**config.mk**
```make
export PLATFORM = sky130hd
export DESIGN_NAME = ring_queue_with_search_delete
export DESIGN_NICKNAME = d
export VERILOG_FILES = /design/src/rtl/rqsd_pkg.sv /design/src/rtl/rqsd_dp.sv /design/src/rtl/rqsd_ctrl.sv /design/src/rtl/ring_queue_with_search_delete.sv
export SDC_FILE = /design/constraint.sdc
export NUM_CORES = 1
export LEC_CHECK = 0
export ABC_AREA = 1
export BUFFER_PORTS_ARGS = -buffer_cell sky130_fd_sc_hd__buf_2
export CAP_MARGIN = 10
export CORE_UTILIZATION = 55
export DETAILED_ROUTE_END_ITERATION = 8
export GPL_TIMING_DRIVEN = 0
export HOLD_SLACK_MARGIN = 0.06
export PLACE_DENSITY_LB_ADDON = 0.25
export SKIP_LAST_GASP = 1
export SYNTH_ARGS = -nofsm -noshare
export SYNTH_HDL_FRONTEND = slang
export SYNTH_SLANG_ARGS = --single-unit
```
**constraint.sdc**
```tcl
create_clock -name clk -period 13.7 [get_ports clk]
set_input_delay 3.425 -clock clk [delete_from_list [all_inputs] [get_ports clk]]
set_output_delay 3.425 -clock clk [all_outputs]
set_load 0.01 [all_outputs]
```
**src/rtl/rqsd_pkg.sv**
```systemverilog
package rqsd_pkg;

  localparam int SLOTS  = 16;
  localparam int SLOT_W = (SLOTS > 1) ? $clog2(SLOTS) : 1;
  localparam int KEY_W  = 16;
  localparam int PAY_W  = 32;
  localparam int ENT_W  = KEY_W + PAY_W;
  localparam int POS_W  = 4;
  localparam int CMP_W  = (SLOT_W > POS_W) ? SLOT_W : POS_W;

  localparam logic [POS_W-1:0] POS_MAX = '1;

  typedef logic [SLOT_W-1:0] slot_t;

  // request actions
  localparam logic [1:0] ACT_ENQ  = 2'd0;
  localparam logic [1:0] ACT_DEQ  = 2'd1;
  localparam logic [1:0] ACT_SRCH = 2'd2;
  localparam logic [1:0] ACT_DEL  = 2'd3;

  // result status
  localparam logic [1:0] ST_OK        = 2'd0;
  localparam logic [1:0] ST_OVERFLOW  = 2'd1;
  localparam logic [1:0] ST_UNDERFLOW = 2'd2;
  localparam logic [1:0] ST_BADPOS    = 2'd3;

  // read address select
  localparam logic [1:0] RA_HEAD = 2'd0;
  localparam logic [1:0] RA_SRCH = 2'd1;
  localparam logic [1:0] RA_DEL  = 2'd2;

  typedef struct packed {
    logic       load_item;
    logic       enq_wr;
    logic       deq_adv;
    logic       rd_en;
    logic [1:0] rd_sel;
    logic       cap_deq;
    logic       set_st;
    logic [1:0] st_code;
    logic       p_init;
    logic       p_inc;
    logic       set_found;
    logic       t_init;
    logic       del_wr;
    logic       tail_dec;
    logic       cap_head;
    logic       clr_head;
    logic       load_out;
  } rqsd_cmd_t;

  typedef struct packed {
    logic [1:0] action;
    logic       full;
    logic       empty;
    logic       pos_bad;
    logic       t_at_tail;
    logic       key_match;
    logic       srch_last;
  } rqsd_sts_t;

  function automatic slot_t next_slot(slot_t s);
    return (s == SLOT_W'(SLOTS - 1)) ? '0 : s + 1'b1;
  endfunction

  function automatic slot_t prev_slot(slot_t s);
    return (s == '0) ? SLOT_W'(SLOTS - 1) : s - 1'b1;
  endfunction

  // base + off modulo SLOTS, valid when off < SLOTS
  function automatic slot_t add_slot(slot_t base, logic [CMP_W-1:0] off);
    logic [CMP_W:0] sum;
    sum = {1'b0, CMP_W'(base)} + {1'b0, off};
    if (sum >= (CMP_W + 1)'(SLOTS)) begin
      sum = sum - (CMP_W + 1)'(SLOTS);
    end
    return sum[SLOT_W-1:0];
  endfunction

  function automatic slot_t live_count(slot_t head, slot_t tail);
    logic [SLOT_W:0] diff;
    if (tail >= head) begin
      diff = {1'b0, tail} - {1'b0, head};
    end else begin
      diff = {1'b0, tail} + (SLOT_W + 1)'(SLOTS) - {1'b0, head};
    end
    return diff[SLOT_W-1:0];
  endfunction

endpackage

```
**src/rtl/rqsd_dp.sv**
```systemverilog
module rqsd_dp (
  input  logic                         clk,
  input  logic                         rst_n,
  input  rqsd_pkg::rqsd_cmd_t          cmd,
  output rqsd_pkg::rqsd_sts_t          sts,
  input  logic [1:0]                   in_action,
  input  logic [rqsd_pkg::KEY_W-1:0]   in_key,
  input  logic [rqsd_pkg::PAY_W-1:0]   in_payload,
  input  logic [rqsd_pkg::POS_W-1:0]   in_position,
  output logic [1:0]                   out_status,
  output logic [rqsd_pkg::KEY_W-1:0]   out_key,
  output logic [rqsd_pkg::PAY_W-1:0]   out_payload,
  output logic [rqsd_pkg::POS_W-1:0]   out_found_position,
  output logic [rqsd_pkg::POS_W-1:0]   out_count,
  output logic                         out_head_valid,
  output logic [rqsd_pkg::KEY_W-1:0]   out_head_key,
  output logic [rqsd_pkg::PAY_W-1:0]   out_head_payload
);
  import rqsd_pkg::*;

  logic [ENT_W-1:0] mem [SLOTS];
  logic [ENT_W-1:0] rd_data_r;

  slot_t head_r, head_nxt;
  slot_t tail_r, tail_nxt;
  slot_t t_r;
  logic [POS_W-1:0] p_r;

  logic [1:0]       action_r;
  logic [KEY_W-1:0] key_r;
  logic [PAY_W-1:0] pay_r;
  logic [POS_W-1:0] pos_r;

  logic [1:0]       status_r;
  logic [KEY_W-1:0] okey_r;
  logic [PAY_W-1:0] opay_r;
  logic [POS_W-1:0] found_r;
  logic [KEY_W-1:0] hkey_r;
  logic [PAY_W-1:0] hpay_r;

  logic [1:0]       out_status_r;
  logic [KEY_W-1:0] out_key_r;
  logic [PAY_W-1:0] out_payload_r;
  logic [POS_W-1:0] out_found_r;
  logic [POS_W-1:0] out_count_r;
  logic             out_hvalid_r;
  logic [KEY_W-1:0] out_hkey_r;
  logic [PAY_W-1:0] out_hpay_r;

  slot_t            n_cur;
  logic [CMP_W-1:0] n_x;
  logic [CMP_W-1:0] pos_x;
  logic [CMP_W-1:0] p_x;
  slot_t            rd_addr;
  slot_t            wr_addr;
  logic [ENT_W-1:0] wr_data;
  logic             wr_en;

  assign n_cur = live_count(head_r, tail_r);
  assign n_x   = CMP_W'(n_cur);
  assign pos_x = CMP_W'(pos_r);
  assign p_x   = CMP_W'(p_r);

  assign sts.action    = action_r;
  assign sts.full      = (next_slot(tail_r) == head_r);
  assign sts.empty     = (head_r == tail_r);
  assign sts.pos_bad   = (pos_r == '0) || (pos_x > n_x);
  assign sts.t_at_tail = (t_r == tail_r);
  assign sts.key_match = (rd_data_r[ENT_W-1:PAY_W] == key_r);
  assign sts.srch_last = (p_r == POS_MAX) || (p_x == n_x);

  always_comb begin
    unique case (cmd.rd_sel)
      RA_HEAD: rd_addr = next_slot(head_r);
      RA_SRCH: rd_addr = add_slot(head_r, p_x);
      RA_DEL:  rd_addr = next_slot(t_r);
      default: rd_addr = next_slot(head_r);
    endcase
  end

  assign wr_en   = cmd.enq_wr | cmd.del_wr;
  assign wr_addr = cmd.enq_wr ? next_slot(tail_r) : t_r;
  assign wr_data = cmd.enq_wr ? {key_r, pay_r} : rd_data_r;

  always_ff @(posedge clk) begin
    if (wr_en) begin
      mem[wr_addr] <= wr_data;
    end
    if (cmd.rd_en) begin
      rd_data_r <= mem[rd_addr];
    end
  end

  always_comb begin
    head_nxt = head_r;
    tail_nxt = tail_r;
    if (cmd.deq_adv) begin
      head_nxt = next_slot(head_r);
    end
    if (cmd.enq_wr) begin
      tail_nxt = next_slot(tail_r);
    end else if (cmd.tail_dec) begin
      tail_nxt = prev_slot(tail_r);
    end
  end

  always_ff @(posedge clk) begin
    if (!rst_n) begin
      head_r <= '0;
      tail_r <= '0;
    end else begin
      head_r <= head_nxt;
      tail_r <= tail_nxt;
    end
  end

  always_ff @(posedge clk) begin
    if (cmd.load_item) begin
      action_r <= in_action;
      key_r    <= in_key;
      pay_r    <= in_payload;
      pos_r    <= in_position;
      status_r <= ST_OK;
      okey_r   <= '0;
      opay_r   <= '0;
      found_r  <= '0;
    end
    if (cmd.set_st) begin
      status_r <= cmd.st_code;
    end
    if (cmd.cap_deq) begin
      okey_r <= rd_data_r[ENT_W-1:PAY_W];
      opay_r <= rd_data_r[PAY_W-1:0];
    end
    if (cmd.p_init) begin
      p_r <= POS_W'(1);
    end else if (cmd.p_inc) begin
      p_r <= p_r + 1'b1;
    end
    if (cmd.set_found) begin
      found_r <= p_r;
    end
    if (cmd.t_init) begin
      t_r <= add_slot(head_r, pos_x);
    end else if (cmd.del_wr) begin
      t_r <= next_slot(t_r);
    end
    if (cmd.cap_head) begin
      hkey_r <= rd_data_r[ENT_W-1:PAY_W];
      hpay_r <= rd_data_r[PAY_W-1:0];
    end else if (cmd.clr_head) begin
      hkey_r <= '0;
      hpay_r <= '0;
    end
  end

  // output register, loaded once the item is finished
  always_ff @(posedge clk) begin
    if (cmd.load_out) begin
      out_status_r  <= status_r;
      out_key_r     <= okey_r;
      out_payload_r <= opay_r;
      out_found_r   <= found_r;
      out_count_r   <= (n_x > CMP_W'(POS_MAX)) ? POS_MAX : n_x[POS_W-1:0];
      out_hvalid_r  <= (n_cur != '0);
      out_hkey_r    <= hkey_r;
      out_hpay_r    <= hpay_r;
    end
  end

  assign out_status         = out_status_r;
  assign out_key            = out_key_r;
  assign out_payload        = out_payload_r;
  assign out_found_position = out_found_r;
  assign out_count          = out_count_r;
  assign out_head_valid     = out_hvalid_r;
  assign out_head_key       = out_hkey_r;
  assign out_head_payload   = out_hpay_r;

  a_enq_not_full: assert property (@(posedge clk) disable iff (!rst_n)
    cmd.enq_wr |-> (next_slot(tail_r) != head_r))
    else $error("enqueue write into a full ring");

  a_tail_dec_nonempty: assert property (@(posedge clk) disable iff (!rst_n)
    cmd.tail_dec |-> (head_r != tail_r))
    else $error("tail retreat on an empty ring");

endmodule

```
**src/rtl/rqsd_ctrl.sv**
```systemverilog
module rqsd_ctrl (
  input  logic                 clk,
  input  logic                 rst_n,
  input  logic                 in_valid,
  output logic                 in_ready,
  output logic                 out_valid,
  input  logic                 out_ready,
  input  rqsd_pkg::rqsd_sts_t  sts,
  output rqsd_pkg::rqsd_cmd_t  cmd
);
  import rqsd_pkg::*;

  localparam logic [3:0] S_IDLE     = 4'd0;
  localparam logic [3:0] S_EXEC     = 4'd1;
  localparam logic [3:0] S_DEQ_CAP  = 4'd2;
  localparam logic [3:0] S_SRCH_RD  = 4'd3;
  localparam logic [3:0] S_SRCH_CMP = 4'd4;
  localparam logic [3:0] S_DEL_RD   = 4'd5;
  localparam logic [3:0] S_DEL_WR   = 4'd6;
  localparam logic [3:0] S_HEAD_RD  = 4'd7;
  localparam logic [3:0] S_HEAD_CAP = 4'd8;
  localparam logic [3:0] S_DONE     = 4'd9;

  logic [3:0] state_r, state_nxt;
  logic       out_valid_r, out_valid_nxt;

  assign in_ready  = (state_r == S_IDLE);
  assign out_valid = out_valid_r;

  always_comb begin
    state_nxt = state_r;
    cmd       = '0;
    cmd.rd_sel  = RA_HEAD;
    cmd.st_code = ST_OK;
    unique case (state_r)
      S_IDLE: begin
        if (in_valid) begin
          cmd.load_item = 1'b1;
          state_nxt     = S_EXEC;
        end
      end
      S_EXEC: begin
        state_nxt = S_HEAD_RD;
        unique case (sts.action)
          ACT_ENQ: begin
            if (sts.full) begin
              cmd.set_st  = 1'b1;
              cmd.st_code = ST_OVERFLOW;
            end else begin
              cmd.enq_wr = 1'b1;
            end
          end
          ACT_DEQ: begin
            if (sts.empty) begin
              cmd.set_st  = 1'b1;
              cmd.st_code = ST_UNDERFLOW;
            end else begin
              // read the slot the head moves onto
              cmd.deq_adv = 1'b1;
              cmd.rd_en   = 1'b1;
              cmd.rd_sel  = RA_HEAD;
              state_nxt   = S_DEQ_CAP;
            end
          end
          ACT_SRCH: begin
            cmd.p_init = 1'b1;
            if (!sts.empty) begin
              state_nxt = S_SRCH_RD;
            end
          end
          ACT_DEL: begin
            if (sts.pos_bad) begin
              cmd.set_st  = 1'b1;
              cmd.st_code = ST_BADPOS;
            end else begin
              cmd.t_init = 1'b1;
              state_nxt  = S_DEL_RD;
            end
          end
          default: state_nxt = S_HEAD_RD;
        endcase
      end
      S_DEQ_CAP: begin
        cmd.cap_deq = 1'b1;
        state_nxt   = S_HEAD_RD;
      end
      S_SRCH_RD: begin
        cmd.rd_en  = 1'b1;
        cmd.rd_sel = RA_SRCH;
        state_nxt  = S_SRCH_CMP;
      end
      S_SRCH_CMP: begin
        if (sts.key_match) begin
          cmd.set_found = 1'b1;
          state_nxt     = S_HEAD_RD;
        end else if (sts.srch_last) begin
          state_nxt = S_HEAD_RD;
        end else begin
          cmd.p_inc = 1'b1;
          state_nxt = S_SRCH_RD;
        end
      end
      S_DEL_RD: begin
        if (sts.t_at_tail) begin
          cmd.tail_dec = 1'b1;
          state_nxt    = S_HEAD_RD;
        end else begin
          cmd.rd_en  = 1'b1;
          cmd.rd_sel = RA_DEL;
          state_nxt  = S_DEL_WR;
        end
      end
      S_DEL_WR: begin
        cmd.del_wr = 1'b1;
        state_nxt  = S_DEL_RD;
      end
      S_HEAD_RD: begin
        if (sts.empty) begin
          cmd.clr_head = 1'b1;
          state_nxt    = S_DONE;
        end else begin
          cmd.rd_en  = 1'b1;
          cmd.rd_sel = RA_HEAD;
          state_nxt  = S_HEAD_CAP;
        end
      end
      S_HEAD_CAP: begin
        cmd.cap_head = 1'b1;
        state_nxt    = S_DONE;
      end
      S_DONE: begin
        if (!out_valid_r || out_ready) begin
          cmd.load_out = 1'b1;
          state_nxt    = S_IDLE;
        end
      end
      default: state_nxt = S_IDLE;
    endcase
  end

  always_comb begin
    out_valid_nxt = out_valid_r;
    if (cmd.load_out) begin
      out_valid_nxt = 1'b1;
    end else if (out_ready) begin
      out_valid_nxt = 1'b0;
    end
  end

  always_ff @(posedge clk) begin
    if (!rst_n) begin
      state_r     <= S_IDLE;
      out_valid_r <= 1'b0;
    end else begin
      state_r     <= state_nxt;
      out_valid_r <= out_valid_nxt;
    end
  end

  a_accept_exec: assert property (@(posedge clk) disable iff (!rst_n)
    (in_valid && in_ready) |=> (state_r == S_EXEC))
    else $error("accepted request did not start execution");

  a_del_nonempty: assert property (@(posedge clk) disable iff (!rst_n)
    (state_r == S_DEL_RD) |-> !sts.empty)
    else $error("delete walk on an empty ring");

  a_out_from_done: assert property (@(posedge clk) disable iff (!rst_n)
    $rose(out_valid_r) |-> $past(state_r == S_DONE))
    else $error("result raised outside completion");

endmodule

```
**src/rtl/ring_queue_with_search_delete.sv**
```systemverilog
// Ring-buffer queue of key/payload entries with search and positional delete.
// Input channel (in_valid/in_ready) carries one request: in_action selects
// enqueue, dequeue, search by key or delete at a 1-based position from head.
// Result channel (out_valid/out_ready) returns exactly one result per request:
// status, dequeued entry, found position, count and the head entry afterward.
// One request is in flight at a time; in_ready is high only while idle.
// The sequencer steps through the entry memory, whose reads are registered:
// a search reads and compares one entry at a time (up to 15 entries), and
// a delete at position p shifts each later entry one slot toward the head,
// then retreats the tail. Every request ends by reading the head entry,
// a read skipped when the queue is empty afterward.
// A further request is accepted the cycle after the result is loaded, even
// while that result still waits in the output register. If the receiver
// stalls with a result pending, the next request completes internally and
// waits until the pending result is taken.
// Reset (rst_n low, synchronous) empties the queue and drops any pending
// result; the entry memory itself is not cleared.
module ring_queue_with_search_delete (
  input  logic                         clk,
  input  logic                         rst_n,
  input  logic                         in_valid,
  output logic                         in_ready,
  input  logic [1:0]                   in_action,
  input  logic [rqsd_pkg::KEY_W-1:0]   in_key,
  input  logic [rqsd_pkg::PAY_W-1:0]   in_payload,
  input  logic [rqsd_pkg::POS_W-1:0]   in_position,
  output logic                         out_valid,
  input  logic                         out_ready,
  output logic [1:0]                   out_status,
  output logic [rqsd_pkg::KEY_W-1:0]   out_key,
  output logic [rqsd_pkg::PAY_W-1:0]   out_payload,
  output logic [rqsd_pkg::POS_W-1:0]   out_found_position,
  output logic [rqsd_pkg::POS_W-1:0]   out_count,
  output logic                         out_head_valid,
  output logic [rqsd_pkg::KEY_W-1:0]   out_head_key,
  output logic [rqsd_pkg::PAY_W-1:0]   out_head_payload
);
  import rqsd_pkg::*;

  rqsd_cmd_t cmd;
  rqsd_sts_t sts;

  rqsd_ctrl u_ctrl (
    .clk       (clk),
    .rst_n     (rst_n),
    .in_valid  (in_valid),
    .in_ready  (in_ready),
    .out_valid (out_valid),
    .out_ready (out_ready),
    .sts       (sts),
    .cmd       (cmd)
  );

  rqsd_dp u_dp (
    .clk                (clk),
    .rst_n              (rst_n),
    .cmd                (cmd),
    .sts                (sts),
    .in_action          (in_action),
    .in_key             (in_key),
    .in_payload         (in_payload),
    .in_position        (in_position),
    .out_status         (out_status),
    .out_key            (out_key),
    .out_payload        (out_payload),
    .out_found_position (out_found_position),
    .out_count          (out_count),
    .out_head_valid     (out_head_valid),
    .out_head_key       (out_head_key),
    .out_head_payload   (out_head_payload)
  );

endmodule
```
Word level (Yosys, flattened, before mapping)
Memories as Yosys holds them, arrays and structs flattened. A register that Yosys moved wholly into a read port is not among the register bits.
Cells that the tools add are included.
{ "word_totals": {"register_bits": 284, "ram_bits": 768, "input_bits": 58, "out_inout_bits": 109, "word_cells": 158, "n_memories": 1} }
{ "op_classes": {"addsub": 12, "magnitude_cmp": 5, "n_eq_ne": 25, "muxes": 73, "n_bitwise": 1, "n_reduce_logical": 17} }
{ "mem_list": {"columns": ["name", "words", "word_bits", "rd", "rd_ports_with_merged_regs", "write_ports", "line_no", "source"], "rows": [
  ["u_dp.mem", 16, 48, 1, 1, 1, "rqsd_dp.sv:21", "logic [ENT_W-1:0] mem [SLOTS];"]
]} }
{ "ops": {"columns": ["operator", "n"], "rows": [
  ["$mux W32", 4],
  ["$mux W4", 20],
  ["$mux W16", 4],
  ["$mux W48", 1],
  ["$pmux W4 S10", 1],
  ["$mux W1", 26],
  ["$eq A4 B4 Y1 const B", 6],
  ["$mux W3", 8],
  ["$add A4 B1 Y4 const B", 5],
  ["$eq A16 B16 Y1", 1],
  ["$eq A4 B3 Y1 const B", 4],
  ["$eq A4 B4 Y1", 4],
  ["$reduce_bool A2 Y1", 7],
  ["$logic_not A4 Y1", 3],
  ["$pmux W3 S4", 1],
  ["$pmux W4 S3", 1],
  ["$sub A4 B1 Y4 const B", 3],
  ["$add A4 B4 Y5", 2],
  ["$ge A5 B5 Y1 const B", 2],
  ["$mux W2", 5],
  ["$pmux W3 S3", 1],
  ["$eq A4 B2 Y1 const B", 2],
  ["$pmux W4 S2", 1],
  ["$sub A4 B4 Y4", 2],
  ["other kinds (14)", 19]
]} }

Logic depth before layout (Yosys ltp)
{ "depth": {"word_depth": 9, "ltp_mapped": 19, "ltp_nobuf": 16} }

Modules after synthesis
Synthesis repeated with hierarchy kept, for this count alone.
{ "hier_totals": {"hier_cells": 4112, "area_unflattened_um2": 46544.6} }
{ "modules_own_cells": {"columns": ["mod", "n_inst", "cells_each", "area_per_inst_um2"], "rows": [
  ["rqsd_dp", 1, 4020, 46032.9],
  ["rqsd_ctrl", 1, 92, 511.7]
]} }

Worst setup path after synthesis
Ideal clock, no wire load.
{ "synth_path": {"kind": "in2reg", "start": "in out_ready", "end": "reg u_dp.out_count_r[0] (netlist: u_dp.out_count[0]) (enable)", "setup_ns": 0.836, "t_arrival_ns": 13.510, "required_ns": 12.864, "setup_slack_ns": -0.646, "path_stages": 2, "n_path_buf": 0, "cell_sequence": "nor2_1 > nor4_1"} }
{ "synth_lines": {"columns": ["element", "line_no", "source"], "rows": [
  ["start, declared", "ring_queue_with_search_delete.sv:28", "input logic out_ready,"],
  ["end signal, assigned", "rqsd_dp.sv:164", "out_count_r <= (n_x > CMP_W'(POS_MAX)) ? POS_MAX : n_x[POS_W-1:0];"],
  ["end, declared", "rqsd_dp.sv:45", "logic [POS_W-1:0] out_count_r;"]
]} }

Final worst setup path
{ "layout_path": {"start": "reg u_ctrl.state_r[2]", "end": "out in_ready"} }
{ "layout_between": {"elab_chain_len": 1} }
{ "layout_rtl": {"columns": ["element", "line_no", "source"], "rows": [
  ["start, declared", "rqsd_ctrl.sv:24", "logic [3:0] state_r, state_nxt;"],
  ["start signal, assigned", "rqsd_ctrl.sv:155", "state_r <= state_nxt;"],
  ["$logic_not A4 Y1", "rqsd_ctrl.sv:27", "assign in_ready = (state_r == S_IDLE);"],
  ["end, declared", "ring_queue_with_search_delete.sv:22", "output logic in_ready,"]
]} }
Every way passes these cells.

==> impl_results.md <==
- Area contributors post-synth: edfxtp_1, nand3_1, nand2_1, inv_1, nand3b_1
- Slowest cell on the critical path: dfxtp_1
- Area fraction of the dominant cell type after synthesis: 70.7%
- Power Density: 184 mW/mm2
- Clock tree buffer depth: 3
- Pin count of the biggest net entering global routing: 55
- Critical Path AT: 1.63 ns
- Placed insts: 5,271
- Most frequent cells after synthesis: edfxtp_1, nand2_1, nand3_1
- Worst-Skew Late Latency: 0.69 ns
- CP endpoint kind: primary output
- Post-CTS Hold Fix Bufs: 0
- Final setup vio count: 0
- Setup TNS: 0 ns
- Setup CP Type: reg2out
- Yosys cell types: 36
- WL/cell: 23.5 um
- H-tree Lvls: 3
- Post-Syn Area: 0.0460 mm2
- HPWL Detailed: 86.1 mm
- EDFF count, synth: 1,083
- CTS Sinks: 1,100
- Max-Cap Viols: 0
- Initial antenna violation count: 5
- IO Count: 167
- Post-synthesis mux area share: 0%
- Area growth from synthesis to layout: 15.6%
- Largest family of logic cells by synthesized area: simple AND/OR/NAND/NOR gates
- Simple-gate share of the synthesized area: 20.2%
- Worst min-delay path category: reg2reg
- Chip Width: 291 um
- Most numerous cell on the critical path: nor2_1
- Top_reg_cell synth: edfxtp_1
- Sequential share of the synthesized area: 71.4%
- Core ar.: 0.0825 mm2
- Tightest Pin Transition: 1.31 ns
- Mean Syn Cell Area: 11.6 um2
- First-pass GRT wire length: 190 mm
- Overall Power: 9.81 mW
- Starting DRT DRC Count: 4,494
- Most frequent cell after synthesis: edfxtp_1
- # DRC: 0
- Area leader, netlist: edfxtp_1
- Critical Path RT: 10.27 ns
- Hold violation count in the final report: 0
- Async set-reset flop share out of synthesis: 0%
- Post-Syn Nets: 4,061
- Worst vdd ir: 0.116 mV
- Placer Congestion: 0.900
- Global route overflow: 0
- Layout filler cell count: 6,030
- Postcts setup bufs: 0
- Layout cells sized above 1: 13.7%
- GRT Total Usage: 30.3%
- CP startpoint kind: flip-flop
- Remaining antenna violation count after routing: 0
- Achievable Freq: 198 MHz
- CTS buffer count: 111
- Post-Synth Adder-Cell Area: 0.674%
- Nets: 4,416
- Final clock skew: 0.0326 ns
- Slew Limit Headroom: 12.7%
- Mapped Cells: 3,980
- DR vias: 32,000
- Drt total wl: 129 mm
- Status: finished, final reports clean
- Post-CTS sizing: 0
- Tcrit/Tclk final: 36.9%
- Post-synthesis xor/xnor area fraction: 0.228%
- Buffers added on ports: 166
- Pleak: 21.0 nW
- Worst path max stage delay: 0.38 ns
- CTS root buf: clkbuf_16
- Row count: 105
- TritonCTS clock tree: yes
- Seq cells post-synth: 1,100
- First drt pass iteration count: 8
- Crit-path cells: nor2_1, inv_1, nor2_1, buf_2
- Die H: 291 um
- Reg clk slew, reported paths: 0.06 ns
- Synth warn: 0
- RSZ-0062 raised after global routing: false
- Synth Area in Compound Gates: 1.29%
- Final Critical Period: 5.06 ns
- Max Slew Vio Count: 0
- Routed vias/inst: 5.82
- Die area: 0.0848 mm2
- Initial Util: 55.8%
- Crit Path Max Fanout: 6
- Vias in the first global route: 30,400
- Final std cells w/o fill: 5,499
-- per-stage QoR --
stage          instance area, um2  setup WS, ns  util, %  hold slack [ns]
3_3_place_gp                48200          1.62     58.4            0.401
5_1_grt                     53200          8.53     64.5            0.422
3_5_place_dp                49300          7.96     59.7            0.405
6_report                    53200          8.64     64.5            0.415
4_1_cts                     53000          8.61     64.3            0.417
2_1_floorplan               46000          3.78        -            0.400
-- final timing paths --
kind	from	endpoint	slack, ns	depth (start not counted)
max	u_ctrl.state_r[2]$_SDFFE_PN0P_	in_ready	8.64	4
max reg2reg	u_dp.tail_r[2]$_SDFFE_PN0P_	u_dp.rd_data_r[45]$_DFFE_PP_	9.59	16
min	u_dp.hpay_r[24]$_SDFFCE_PN0P_	u_dp.out_head_payload[24]$_DFFE_PP_	0.41	0
min reg2reg	u_dp.hpay_r[24]$_SDFFCE_PN0P_	u_dp.out_head_payload[24]$_DFFE_PP_	0.41	0
-- layout by cell type, fill, tap and decap left out, drive strengths merged, types with 11 or more instances in the layout --
master	synthesis	final
clkinv	0	44
a21oi	61	61
nand3	798	798
nand4	11	11
ha	20	20
nor2	196	196
o21ai	38	38
bufinv	0	17
nand2	863	863
buf	176	418
inv	479	481
clkbuf	46	184
nand3b	158	158
dfxtp	17	17
edfxtp	1083	1083
-- registers in the layout (all words and copies together) (netlist names), 4 cells and up --
register                 flops
u_dp.out_head_key           16
u_dp.out_found_position      4
u_dp.hpay_r                 32
u_dp.out_key                16
u_dp.hkey_r                 16
u_dp.key_r                  16
u_dp.head_r                  4
u_dp.pos_r                   4
u_dp.p_r                     4
u_dp.tail_r                  4
u_dp.out_head_payload       32
u_dp.rd_data_r              48
u_dp.opay_r                 32
u_dp.found_r                 4
u_ctrl.state_r               4
u_dp.mem                   768
u_dp.pay_r                  32
u_dp.t_r                     4
u_dp.out_count               4
u_dp.okey_r                 16
u_dp.out_payload            32
-- cell families (layout without fill, tap and decap cells) --
kind of cell	after synthesis	after routing
DFF	1100	1100
buffers and inverters	701	1147
adders and majority gates	23	23
xor gates and xnor gates	12	12
other	0	3
and+or+nand+nor	2036	2036
AOI/OAI and AO/OA	108	108
-- where the power goes --
part / leakage [nW] / switching, mW / total (mW) / internal, mW
Clock: 1.82 / 1.27 / 3.12 / 1.85
Combinational: 9.25 / 1.78 / 2.39 / 0.612
Sequential: 9.90 / 0.0788 / 4.30 / 4.22
Total: 21.0 / 3.13 / 9.81 / 6.68
-- final cells by class --
cell class / count / area [um2] / area share (%)
diodes: 3 / 7.51 / 0.0141
plain buffers: 222 / 1060 / 1.98
clock buffers: 138 / 2960 / 5.57
clock inverters: 66 / 771 / 1.45
inverters: 479 / 1800 / 3.38
multi-input cells: 2179 / 10500 / 19.7
flip-flops and latches: 1100 / 32900 / 61.8
well taps: 1070 / 1340 / 2.52
repair buffers: 242 / 1920 / 3.61
-- worst max-delay path, delay by kind of cell, from the launching register on --
| family | cells | cell delay, ns |
|---|---|---|
| flip-flops | 1 | 0.38 |
| buffers and inverters | 2 | 0.26 |
| AND/OR/NAND/NOR | 2 | 0.32 |
-- per-layer routing --
layer	global-route usage [%]	routed length, um
met1	40.8	48500
met2	47.5	59200
met3	7.03	15700
met4	13.2	5790
met5	0	103
(Power assumes the default switching activity.)
